### src/mam_pkg.sv
// shared types and constants for the multichannel audio mixer
`timescale 1ns / 1ps
package mam_pkg;

    localparam logic [2:0] OP_SET_VOLUME = 3'd0;
    localparam logic [2:0] OP_SET_PAN    = 3'd1;
    localparam logic [2:0] OP_SET_FADE   = 3'd2;
    localparam logic [2:0] OP_START      = 3'd3;
    localparam logic [2:0] OP_STOP       = 3'd4;
    localparam logic [2:0] OP_RESET      = 3'd5;
    localparam logic [2:0] OP_BLOCK      = 3'd6;
    localparam logic [2:0] OP_SAMPLE     = 3'd7;

    localparam logic KIND_FRAME = 1'b0;
    localparam logic KIND_EVENT = 1'b1;

    localparam logic [30:0] VOLUME_CEIL = 31'd2147418112;
    localparam logic [30:0] UNITY_GAIN  = 31'd16777216;
    localparam logic [8:0]  PAN_FULL    = 9'd256;
    localparam logic [8:0]  PAN_CENTRE  = 9'd128;
    localparam logic [10:0] BLOCK_MAX   = 11'd1024;
    localparam logic [10:0] BLOCK_MIN   = 11'd1;
    localparam logic [3:0]  EVENT_CAP   = 4'd8;

    typedef struct packed {
        logic [2:0]         operation;
        logic [2:0]         voice;
        logic [30:0]        value;
        logic signed [31:0] rate;
        logic               flag;
        logic signed [15:0] left_in;
        logic signed [15:0] right_in;
        logic               frame_end;
    } in_item_t;

    typedef struct packed {
        logic               kind;
        logic [2:0]         voice_out;
        logic signed [15:0] left_out;
        logic signed [15:0] right_out;
        logic               last;
    } out_item_t;

    typedef struct packed {
        logic load;
        logic exec;
        logic mul;
        logic acc;
        logic blk;
        logic fade_a;
        logic fade_b;
        logic flush;
    } ctrl_cmd_t;

    typedef struct packed {
        logic out_free;
        logic need_ev;
        logic frame_end;
        logic need_out_fade;
        logic pend_valid;
    } dp_status_t;

    function automatic logic [30:0] clamp_level(input logic [30:0] v);
        return (v > VOLUME_CEIL) ? VOLUME_CEIL : v;
    endfunction

    function automatic logic [8:0] clamp_pan(input logic [30:0] v);
        return (v > 31'(PAN_FULL)) ? PAN_FULL : v[8:0];
    endfunction

endpackage

### src/mam_ctrl.sv
// sequencing state machine for the mixer
`timescale 1ns / 1ps
module mam_ctrl
    import mam_pkg::*;
#(
    parameter int VOICES = 8,
    parameter int VW     = 3
) (
    input  logic          aclk,
    input  logic          aresetn,
    input  logic          s_valid,
    input  logic [2:0]    s_op,
    output logic          s_ready,
    input  dp_status_t    status,
    output ctrl_cmd_t     cmd,
    output logic [VW-1:0] fidx
);

    localparam logic [2:0] ST_IDLE   = 3'd0;
    localparam logic [2:0] ST_EXEC   = 3'd1;
    localparam logic [2:0] ST_MUL    = 3'd2;
    localparam logic [2:0] ST_ACC    = 3'd3;
    localparam logic [2:0] ST_FADE_A = 3'd4;
    localparam logic [2:0] ST_FADE_B = 3'd5;
    localparam logic [2:0] ST_FLUSH  = 3'd6;

    localparam logic [VW-1:0] LAST_VOICE = VW'(VOICES - 1);

    logic [2:0]    state_reg, state_next;
    logic [VW-1:0] cnt_reg, cnt_next;

    assign s_ready = (state_reg == ST_IDLE);
    assign fidx    = cnt_reg;

    always_comb begin
        state_next = state_reg;
        cnt_next   = cnt_reg;
        cmd        = '0;
        case (state_reg)
            ST_IDLE: begin
                if (s_valid) begin
                    cmd.load = 1'b1;
                    cnt_next = '0;
                    case (s_op)
                        OP_BLOCK:  state_next = ST_FADE_A;
                        OP_SAMPLE: state_next = ST_MUL;
                        default:   state_next = ST_EXEC;
                    endcase
                end
            end
            ST_EXEC: begin
                if (!status.need_ev || status.out_free) begin
                    cmd.exec   = 1'b1;
                    state_next = ST_IDLE;
                end
            end
            ST_MUL: begin
                cmd.mul    = 1'b1;
                state_next = ST_ACC;
            end
            ST_ACC: begin
                if (!status.frame_end || status.out_free) begin
                    cmd.acc    = 1'b1;
                    state_next = ST_IDLE;
                end
            end
            ST_FADE_A: begin
                cmd.blk    = 1'b1;
                cmd.fade_a = 1'b1;
                state_next = ST_FADE_B;
            end
            ST_FADE_B: begin
                cmd.blk = 1'b1;
                if (!status.need_out_fade || status.out_free) begin
                    cmd.fade_b = 1'b1;
                    if (cnt_reg == LAST_VOICE) begin
                        state_next = ST_FLUSH;
                    end else begin
                        cnt_next   = cnt_reg + 1'b1;
                        state_next = ST_FADE_A;
                    end
                end
            end
            ST_FLUSH: begin
                if (!status.pend_valid || status.out_free) begin
                    cmd.flush  = 1'b1;
                    state_next = ST_IDLE;
                end
            end
            default: state_next = ST_IDLE;
        endcase
    end

    always_ff @(posedge aclk) begin
        if (!aresetn) begin
            state_reg <= ST_IDLE;
            cnt_reg   <= '0;
        end else begin
            state_reg <= state_next;
            cnt_reg   <= cnt_next;
        end
    end

endmodule

### config.mk
export PLATFORM = sky130hd
export DESIGN_NAME = mam_ctrl
export DESIGN_NICKNAME = d
export VERILOG_FILES = /design/src/mam_pkg.sv /design/src/mam_ctrl.sv
export SDC_FILE = /design/constraint.sdc
export NUM_CORES = 1
export LEC_CHECK = 0
export ABC_AREA = 0
export BUFFER_PORTS_ARGS = -buffer_cell sky130_fd_sc_hd__buf_4
export CAP_MARGIN = 5
export CORE_AREA = 2 2 39 41
export DETAILED_ROUTE_END_ITERATION = 16
export DIE_AREA = 0 0 41 43
export PLACE_DENSITY = 0.66
export SYNTH_ARGS = -nofsm -noshare
export SYNTH_HDL_FRONTEND = slang
export SYNTH_SLANG_ARGS = --single-unit
### constraint.sdc
create_clock -name aclk -period 2.95 [get_ports aclk]
set_clock_uncertainty 0.2 [all_clocks]
set_input_delay 0.4425 -clock aclk [delete_from_list [all_inputs] [get_ports aclk]]
set_output_delay 0.4425 -clock aclk [all_outputs]
set_load 0.005 [all_outputs]
; Word-level counts from Yosys, hierarchy flattened
; Index checks and enable logic that the tools add are counted.
[word_totals]
regBits = 6
latchBits = 0
mem_bits_rw = 0
romBits = 0
input_bits = 11
output_inout_bits = 12
word_cells = 56
n_memories = 0
[op_classes]
addsub = 1
mul = 0
div = 0
order_cmp = 0
eq_ne = 15
n_shift = 0
mux = 25
bitwise = 0
reduce_logical = 13
[op_table]
columns = op, n
row1 = 3-bit 2-to-1 mux, 8
row2 = 3-bit one-hot mux with 7 select lines, 1
row3 = "3-bit equality test, second input constant", 6
row4 = 1-bit 2-to-1 mux, 13
row5 = "2-bit != test, second input constant", 6
row6 = 3-bit one-hot mux with 2 select lines, 2
row7 = "3-bit by 2-bit equality test with 1-bit output, second input constant", 2
row8 = 5-bit AND reduction, 1
row9 = 1-bit zero test, 4
row10 = 1-bit logical OR, 4
row11 = 4-bit AND reduction, 1
row12 = "3-bit by 1-bit adder with 3-bit output, second input constant", 1
row13 = "3-bit by 1-bit equality test with 1-bit output, second input constant", 1
row14 = 3-bit zero test, 1
row15 = 2-bit 2-to-1 mux, 1
row16 = 2-bit nonzero test, 1
row17 = 2-bit OR reduction, 1

; Depth between registers and ports, before layout
; Gate-level depths: netlist of run 1.
[depth]
ltp_word = 4
ltp_mapped = 6
ltp_nobuf = 6

; Worst setup path before layout of run 1
; OpenSTA, ideal clock, no wires.
[synth_path]
path_type = flip-flop to flip-flop
from = register cnt_reg[0] (netlist: fidx[0])
to = register cnt_reg[0] (netlist: fidx[0])
setup_ns = 0.116
arrival_time_ns = 1.357
t_required_ns = 2.634
slack_ns = 1.277
path_stages_with_launch = 7
n_path_buf = 0
synth_period_minus_slack_ns = 1.673
path_cell_list = dfxtp_1 -> ha_1 -> ha_1 -> and3b_1 -> o2111a_1 -> mux2i_1 -> nor2b_1
[synth_via]
elab_chain_cells = 4
elab_cells_between_ends = 7
cone_classes = add/sub: 1 / eq/ne: 2 / mux: 3 / reduce/logical: 1
[synth_lines]
columns = element, line
row1 = "start, declared", mam_ctrl.sv:30  ; logic [VW-1:0] cnt_reg, cnt_next;
row2 = "start signal, assigned", mam_ctrl.sv:100  ; cnt_reg <= cnt_next;
row3 = 3-bit by 1-bit adder with 3-bit output, mam_ctrl.sv:79  ; cnt_next = cnt_reg + 1'b1;
row4 = 3-bit 2-to-1 mux, mam_ctrl.sv:76  ; if (cnt_reg == LAST_VOICE) begin
row5 = 3-bit 2-to-1 mux, mam_ctrl.sv:74  ; if (!status.need_out_fade || status.out_free) begin
row6 = 3-bit one-hot mux with 2 select lines, mam_ctrl.sv:39  ; case (state_reg)
; Parallel ways exist; a longest one is shown, timed or not. The select of a mux whose other input is x is not followed.
; A chain may end at the register's enable or synchronous reset.

==> results.sh, run 1 <==
export IMPL_path_cells="nand3b_1 -> a21oi_1 -> buf_4"
export IMPL_seq_area_frac_synth_pct=24.24
export IMPL_grt_max_degree=19
export IMPL_finalSetupViolCount=0
export IMPL_cp_slowest_cell="dfxtp_1"
export IMPL_outcome="complete, no violations"
export IMPL_period_share_pct=66.44
export IMPL_tightest_slew_ps=487.5
export IMPL_min_path_type="in2reg"
export IMPL_tritoncts="yes"
export IMPL_synth_top_cell_area_share_pct=24.24
export IMPL_synth_edf_count=0
export IMPL_clk_latency_ps=240
export IMPL_drv_slew=0
export IMPL_area_delta_synth_final_pct=38.38
export IMPL_design_area_um2=685.7
export IMPL_firstDrtPassIters=4
export IMPL_root_buffer="clkbuf_4"
export IMPL_async_flop_share_pct=0
export IMPL_antenna_cells=0
export IMPL_nNetsFinal=100
export IMPL_criticalPathCategory="reg2out"
export IMPL_crit_buf_inv=1
export IMPL_grt_pass1_vias=443
export IMPL_vdd_drop_max_mv=0.2771
export IMPL_gp_congestion=0.7517
export IMPL_endpoint_kind="primary output"
export IMPL_slowest_delay_ps=620
export IMPL_io_pins=23
export IMPL_syn_area_per_cell_um2=7.865
export IMPL_cp_arrival_ps=1320
export IMPL_syn_num_nets=76
export IMPL_synth_warnings=0
export IMPL_hold_buffers=0
export IMPL_post_drt_wl_per_cell_um=11.25
export IMPL_dpl_worst_slack_ps=1130
export IMPL_synth_cell_types=31
export IMPL_start_kind="flip-flop"
export IMPL_grt_pass1_wl_um=1766
export IMPL_cap_violations=0
export IMPL_grt_remaining_overflow=0
export IMPL_die_area_um2=1763
export IMPL_die_h_um=43
export IMPL_drc=0
export IMPL_clk_path_buf_depth=2
export IMPL_cts_htree_levels=1
export IMPL_start_util_pct=35.80
export IMPL_core_area_um2=1384
export IMPL_viasPerCell=5.337
export IMPL_finalHoldViolCount=0
export IMPL_fin_ws_ps=990.2
export IMPL_post_route_min_period_ps=1960
export IMPL_crit_path_max_fanout=18
export IMPL_rsz0062_at_grt="no"
export IMPL_synth_largest_area_cell="dfxtp_1"
export IMPL_drive_gt1_share_pct=31.76
export IMPL_p_per_area_nw_per_um2=371.2
export IMPL_crit_family="flip-flops"
export IMPL_drtAntennaViolNets=0
export IMPL_antenna_found_initial=0
export IMPL_fin_setup_tns_ps=0
export IMPL_slew_headroom_pct=67.46
export IMPL_synth_seq_cells=6
export IMPL_syn_inst=63
export IMPL_cts_buffers=3
export IMPL_die_w_um=41
export IMPL_placed_cells=98
export IMPL_syn_area_um2=495.5
export IMPL_cts_setup_buffers=0
export IMPL_cts_resized=0
export IMPL_grt_usage_pct=13.88
export IMPL_via_count=539
export IMPL_postRouteWirelength_um=1136
export IMPL_synth_flop_cell="dfxtp_1"
export IMPL_final_cell_count_no_fill=101
export IMPL_placed_area_um2=663.1
export IMPL_ys_top_cells_by_area="dfxtp_1 24%, nand3b_1 7.6%, ha_1 5.1%"
export IMPL_max_clock_freq_mhz=510.2
export IMPL_leakagePower_nw=0.3175
export IMPL_rows=14
export IMPL_crit_required_ps=2310
export IMPL_first_iter_violations=6
export IMPL_port_buffers=22
export IMPL_clk_pin_slew_ps=40
export IMPL_dp_hpwl_um=891.3
export IMPL_clock_sinks=6
[synthesized netlist by cell type, drive strengths merged, types with 2 or more instances]
library cell,number
nand2b,2
buf,3
inv,2
a21boi,3
and2,2
a21oi,4
nand3,4
nor2b,4
dfxtp,6
nand2,3
nor2,6
nor3,2
nand3b,5
nand4b,2
ha,2
[cell families (layout without fill, tap and decap cells)]
logic type      after synthesis  in the layout  share of synthesized area [%]
flops                         6              6                          24.24
simple gates                 34             34                          39.90
fa+ha+maj                     2              2                          5.050
compound gates               15             15                          23.74
mux                           1              1                          2.020
buf+inv                       5             27                          5.052
[cells in the final DEF, fill, tap and decap left out, types with 2 or more instances in the layout]
cell type / Yosys / final
nor2_1: 6 / 6
nand2_1: 3 / 3
dfxtp_1: 6 / 6
nor3_1: 2 / 2
nand2b_1: 2 / 2
a21oi_1: 3 / 3
nand4b_1: 2 / 2
nor2b_1: 4 / 4
and2_1: 2 / 2
buf_4: 1 / 22
nand3_1: 4 / 4
clkbuf_4: 0 / 3
nand3b_1: 5 / 5
ha_1: 2 / 2
inv_1: 2 / 2
a21boi_0: 2 / 2
[worst paths after layout]
path                 from            to  slack [ps]  depth (start not counted)
max          state_reg[0]        cmd[1]         990                          3
min               aresetn  state_reg[1]         270                          2
max reg2reg  state_reg[0]  state_reg[2]        1120                          4
min reg2reg       fidx[2]       fidx[2]         300                          2
[routing by layer]
metal / vias to the layer above / part of all wire (%) / global-route usage, % / routed length [um]
li1: 280 / - / - / -
met1: 248 / 49 / 19.74 / 555
met2: 11 / 49 / 20.31 / 554
met3: 0 / 2.3 / 3.141 / 26
met4: 0 / 0 / 4.000 / 0
met5: - / 0 / 0 / 0
[per-stage QoR]
stage          power (mW)  hold slack (ps)  util [%]
6_report           0.2545            274.4     49.55
5_1_grt            0.2717            279.3     49.55
4_1_cts            0.2565            275.1     49.55
3_5_place_dp       0.1809            302.4     47.92
3_3_place_gp       0.1804            294.0     47.92
2_1_floorplan      0.1470            286.3         -
[layout make-up]
class / instances / area (um2)
Multi-Input combinational cell: 52 / 350.3
Inverter: 2 / 7.507
Timing Repair Buffer: 22 / 165.2
Clock buffer: 3 / 22.52
Sequential cell: 6 / 120.1
Fill cell: 141 / 698.2
Tap cell: 16 / 20.02
[power by group]
group          internal (mW)  switching, mW
sequential            0.0856         0.0150
combinational         0.0462         0.0324
clock                 0.0460         0.0293
[worst register-to-register path: stages, from the launching register on]
cell	delay [ps]
dfxtp_1	620
or3_1	230
a21oi_2	90
or4_1	510
a21boi_1	120
Power figures use the tool's default switching activity.
==> inputs of run 2 (changes only) <==
Settings changed: PLACE_DENSITY 0.66 to 0.69.
Clock period 2.95 ns to 1.8 ns, I/O delays scaled along.
==> run 2 against run 1 <==
Effect of this change: non-clock buffer count is 4 higher; global-route usage is 2.9 points higher; final area is 6.2% higher; final cell count is 4.0% higher.
==> results.sh, run 2 (synthesis results as in run 1) <==
export IMPL_met2_usage_pct=28.13
export IMPL_outcome="complete, no violations"
export IMPL_hold_buffers=0
export IMPL_final_common_cell="buf_4"
export IMPL_finalHoldViolCount=0
export IMPL_total_power_mw=0.4382
export IMPL_worst_path_most_repeated_cell="buf_4"
export IMPL_busiest_layer="met2"
export IMPL_drc=0
export IMPL_use_met3_pct=3.141
export IMPL_cts_buffers=3
export IMPL_slew_headroom_pct=81.20
export IMPL_seqCellArea_um2=123.9
export IMPL_grt_remaining_overflow=0
export IMPL_clk_latency_ps=240
export IMPL_endpoint_kind="primary output"
export IMPL_post_route_min_period_ps=1698
export IMPL_core_area_um2=1384
export IMPL_cp_slowest_cell="dfxtp_2"
export IMPL_root_buffer="clkbuf_4"
export IMPL_cp_arrival_ps=1230
export IMPL_rsz0062_at_grt="yes"
export IMPL_grt_pass1_wl_um=2090
export IMPL_die_h_um=43
export IMPL_area_delta_synth_final_pct=46.97
export IMPL_hold_depth=2
export IMPL_port_buffers=22
export IMPL_holdCritStartpoint="aresetn"
export IMPL_postRouteWirelength_um=1214
export IMPL_grt_usage_pct=16.78
export IMPL_antenna_cells=0
export IMPL_r2r_start="fidx[0]"
export IMPL_drtAntennaViolNets=0
export IMPL_viasPerCell=5.533
export IMPL_tritoncts="yes"
export IMPL_clk_pin_slew_ps=50
export IMPL_crit_buf_inv=2
export IMPL_path_cells="buf_4 -> nor2b_2 -> nor2b_1 -> buf_4"
export IMPL_tightest_slew_ps=278.5
export IMPL_cts_htree_levels=1
export IMPL_slowest_delay_ps=410
export IMPL_clk_path_buf_depth=2
export IMPL_die_w_um=41
export IMPL_placed_area_um2=693.2
export IMPL_finalSetupViolCount=0
export IMPL_clock_sinks=6
export IMPL_io_pins=23
export IMPL_first_iter_violations=17
export IMPL_drv_slew=0
export IMPL_crit_path_max_fanout=11
export IMPL_start_util_pct=35.80
export IMPL_post_drt_wl_per_cell_um=11.56
export IMPL_layout_common_cells="26 x buf_4, 6 x nor2_1, 5 x nand3b_1"
export IMPL_grt_pass1_vias=535
export IMPL_multi_input_area_um2=359.1
export IMPL_period_share_pct=94.34
export IMPL_dp_hpwl_um=966.6
export IMPL_rows=14
export IMPL_criticalPathCategory="reg2out"
export IMPL_die_area_um2=1763
export IMPL_via_count=581
export IMPL_nNetsFinal=104
export IMPL_nFillCells=137
export IMPL_crit_required_ps=1330
export IMPL_cp_depth=4
export IMPL_met1_usage_pct=19.03
export IMPL_grt_max_degree=12
export IMPL_cap_violations=0
export IMPL_min_path_type="in2reg"
export IMPL_start_kind="flip-flop"
export IMPL_r2r_slack_ps=100
export IMPL_whs_ps=92.41
export IMPL_r2r_cells=6
export IMPL_leakagePower_nw=0.3424
export IMPL_vdd_drop_max_mv=0.3380
export IMPL_drive_gt1_share_pct=41.57
export IMPL_min_to="fidx[0]"
export IMPL_max_clock_freq_mhz=588.9
export IMPL_antenna_found_initial=0
export IMPL_design_area_um2=728.2
export IMPL_cts_setup_buffers=0
export IMPL_firstDrtPassIters=4
export IMPL_gp_congestion=0.7457
export IMPL_timing_rr_end="fidx[0]"
export IMPL_crit_family="flip-flops"
export IMPL_p_per_area_nw_per_um2=601.7
==> run 2: cell type report <==
cell class                 count  share of cell area [%]
timing repair buffer          26                   26.80
tap                           16                   2.749
sequential                     6                   17.01
multi-input combinational     52                   49.31
inverter                       2                   1.031
clock buffer                   3                   3.093
==> run 2: report_power, final <==
group / leakage [nW] / switching (mW) / internal [mW]
clock network: 0.0138 / 0.0483 / 0.0754
logic: 0.278 / 0.0721 / 0.0913
registers: 0.0501 / 0.00997 / 0.141
total: 0.342 / 0.130 / 0.308
==> run 2: worst max path at each step <==
| stage | start | endpoint | slack, ps |
|---|---|---|---|
| after floorplan | fidx[0] | fidx[0] | 130 |
| final | state_reg[2] | cmd[2] | 100 |
| after global placement | fidx[0] | fidx[0] | 100 |
| after CTS | fidx[0] | fidx[0] | 40 |
| after detailed placement | fidx[0] | fidx[0] | 50 |
| after global routing | fidx[0] | fidx[0] | -20 |
==> run 2: metal layers <==
layer  wire length [um]  part of all wire (%)
met5                  0                     0
met4                 12                  0.99
met3                 79                   6.5
met2                622                    51
met1                500                    41
==> run 2: worst reg2reg max path, cell delays in order (launching register included) <==
cell	delay, ps
dfxtp_2	330
ha_1	190
ha_1	180
and3b_1	200
o2111a_2	230
mux2i_1	190
nor2b_1	60
==> run 2: metrics by stage <==
stage / setup WS, ps / setup TNS (ps) / std cells / util [%]
floorplan: 126.8 / 0 / 63 / -
detailed placement: 51.54 / 0 / 102 / 50.09
finish: 101.9 / 0 / 105 / 52.62
global route: -19.07 / -19.07 / 105 / 52.62
CTS: 40.44 / 0 / 105 / 51.81
global placement: 100.5 / 0 / 102 / 50.09
==> run 2: timing repair <==
action	CTS	global route
gates resized for setup	1	5
pin swaps	0	0
endpoints found under the setup margin	1	5
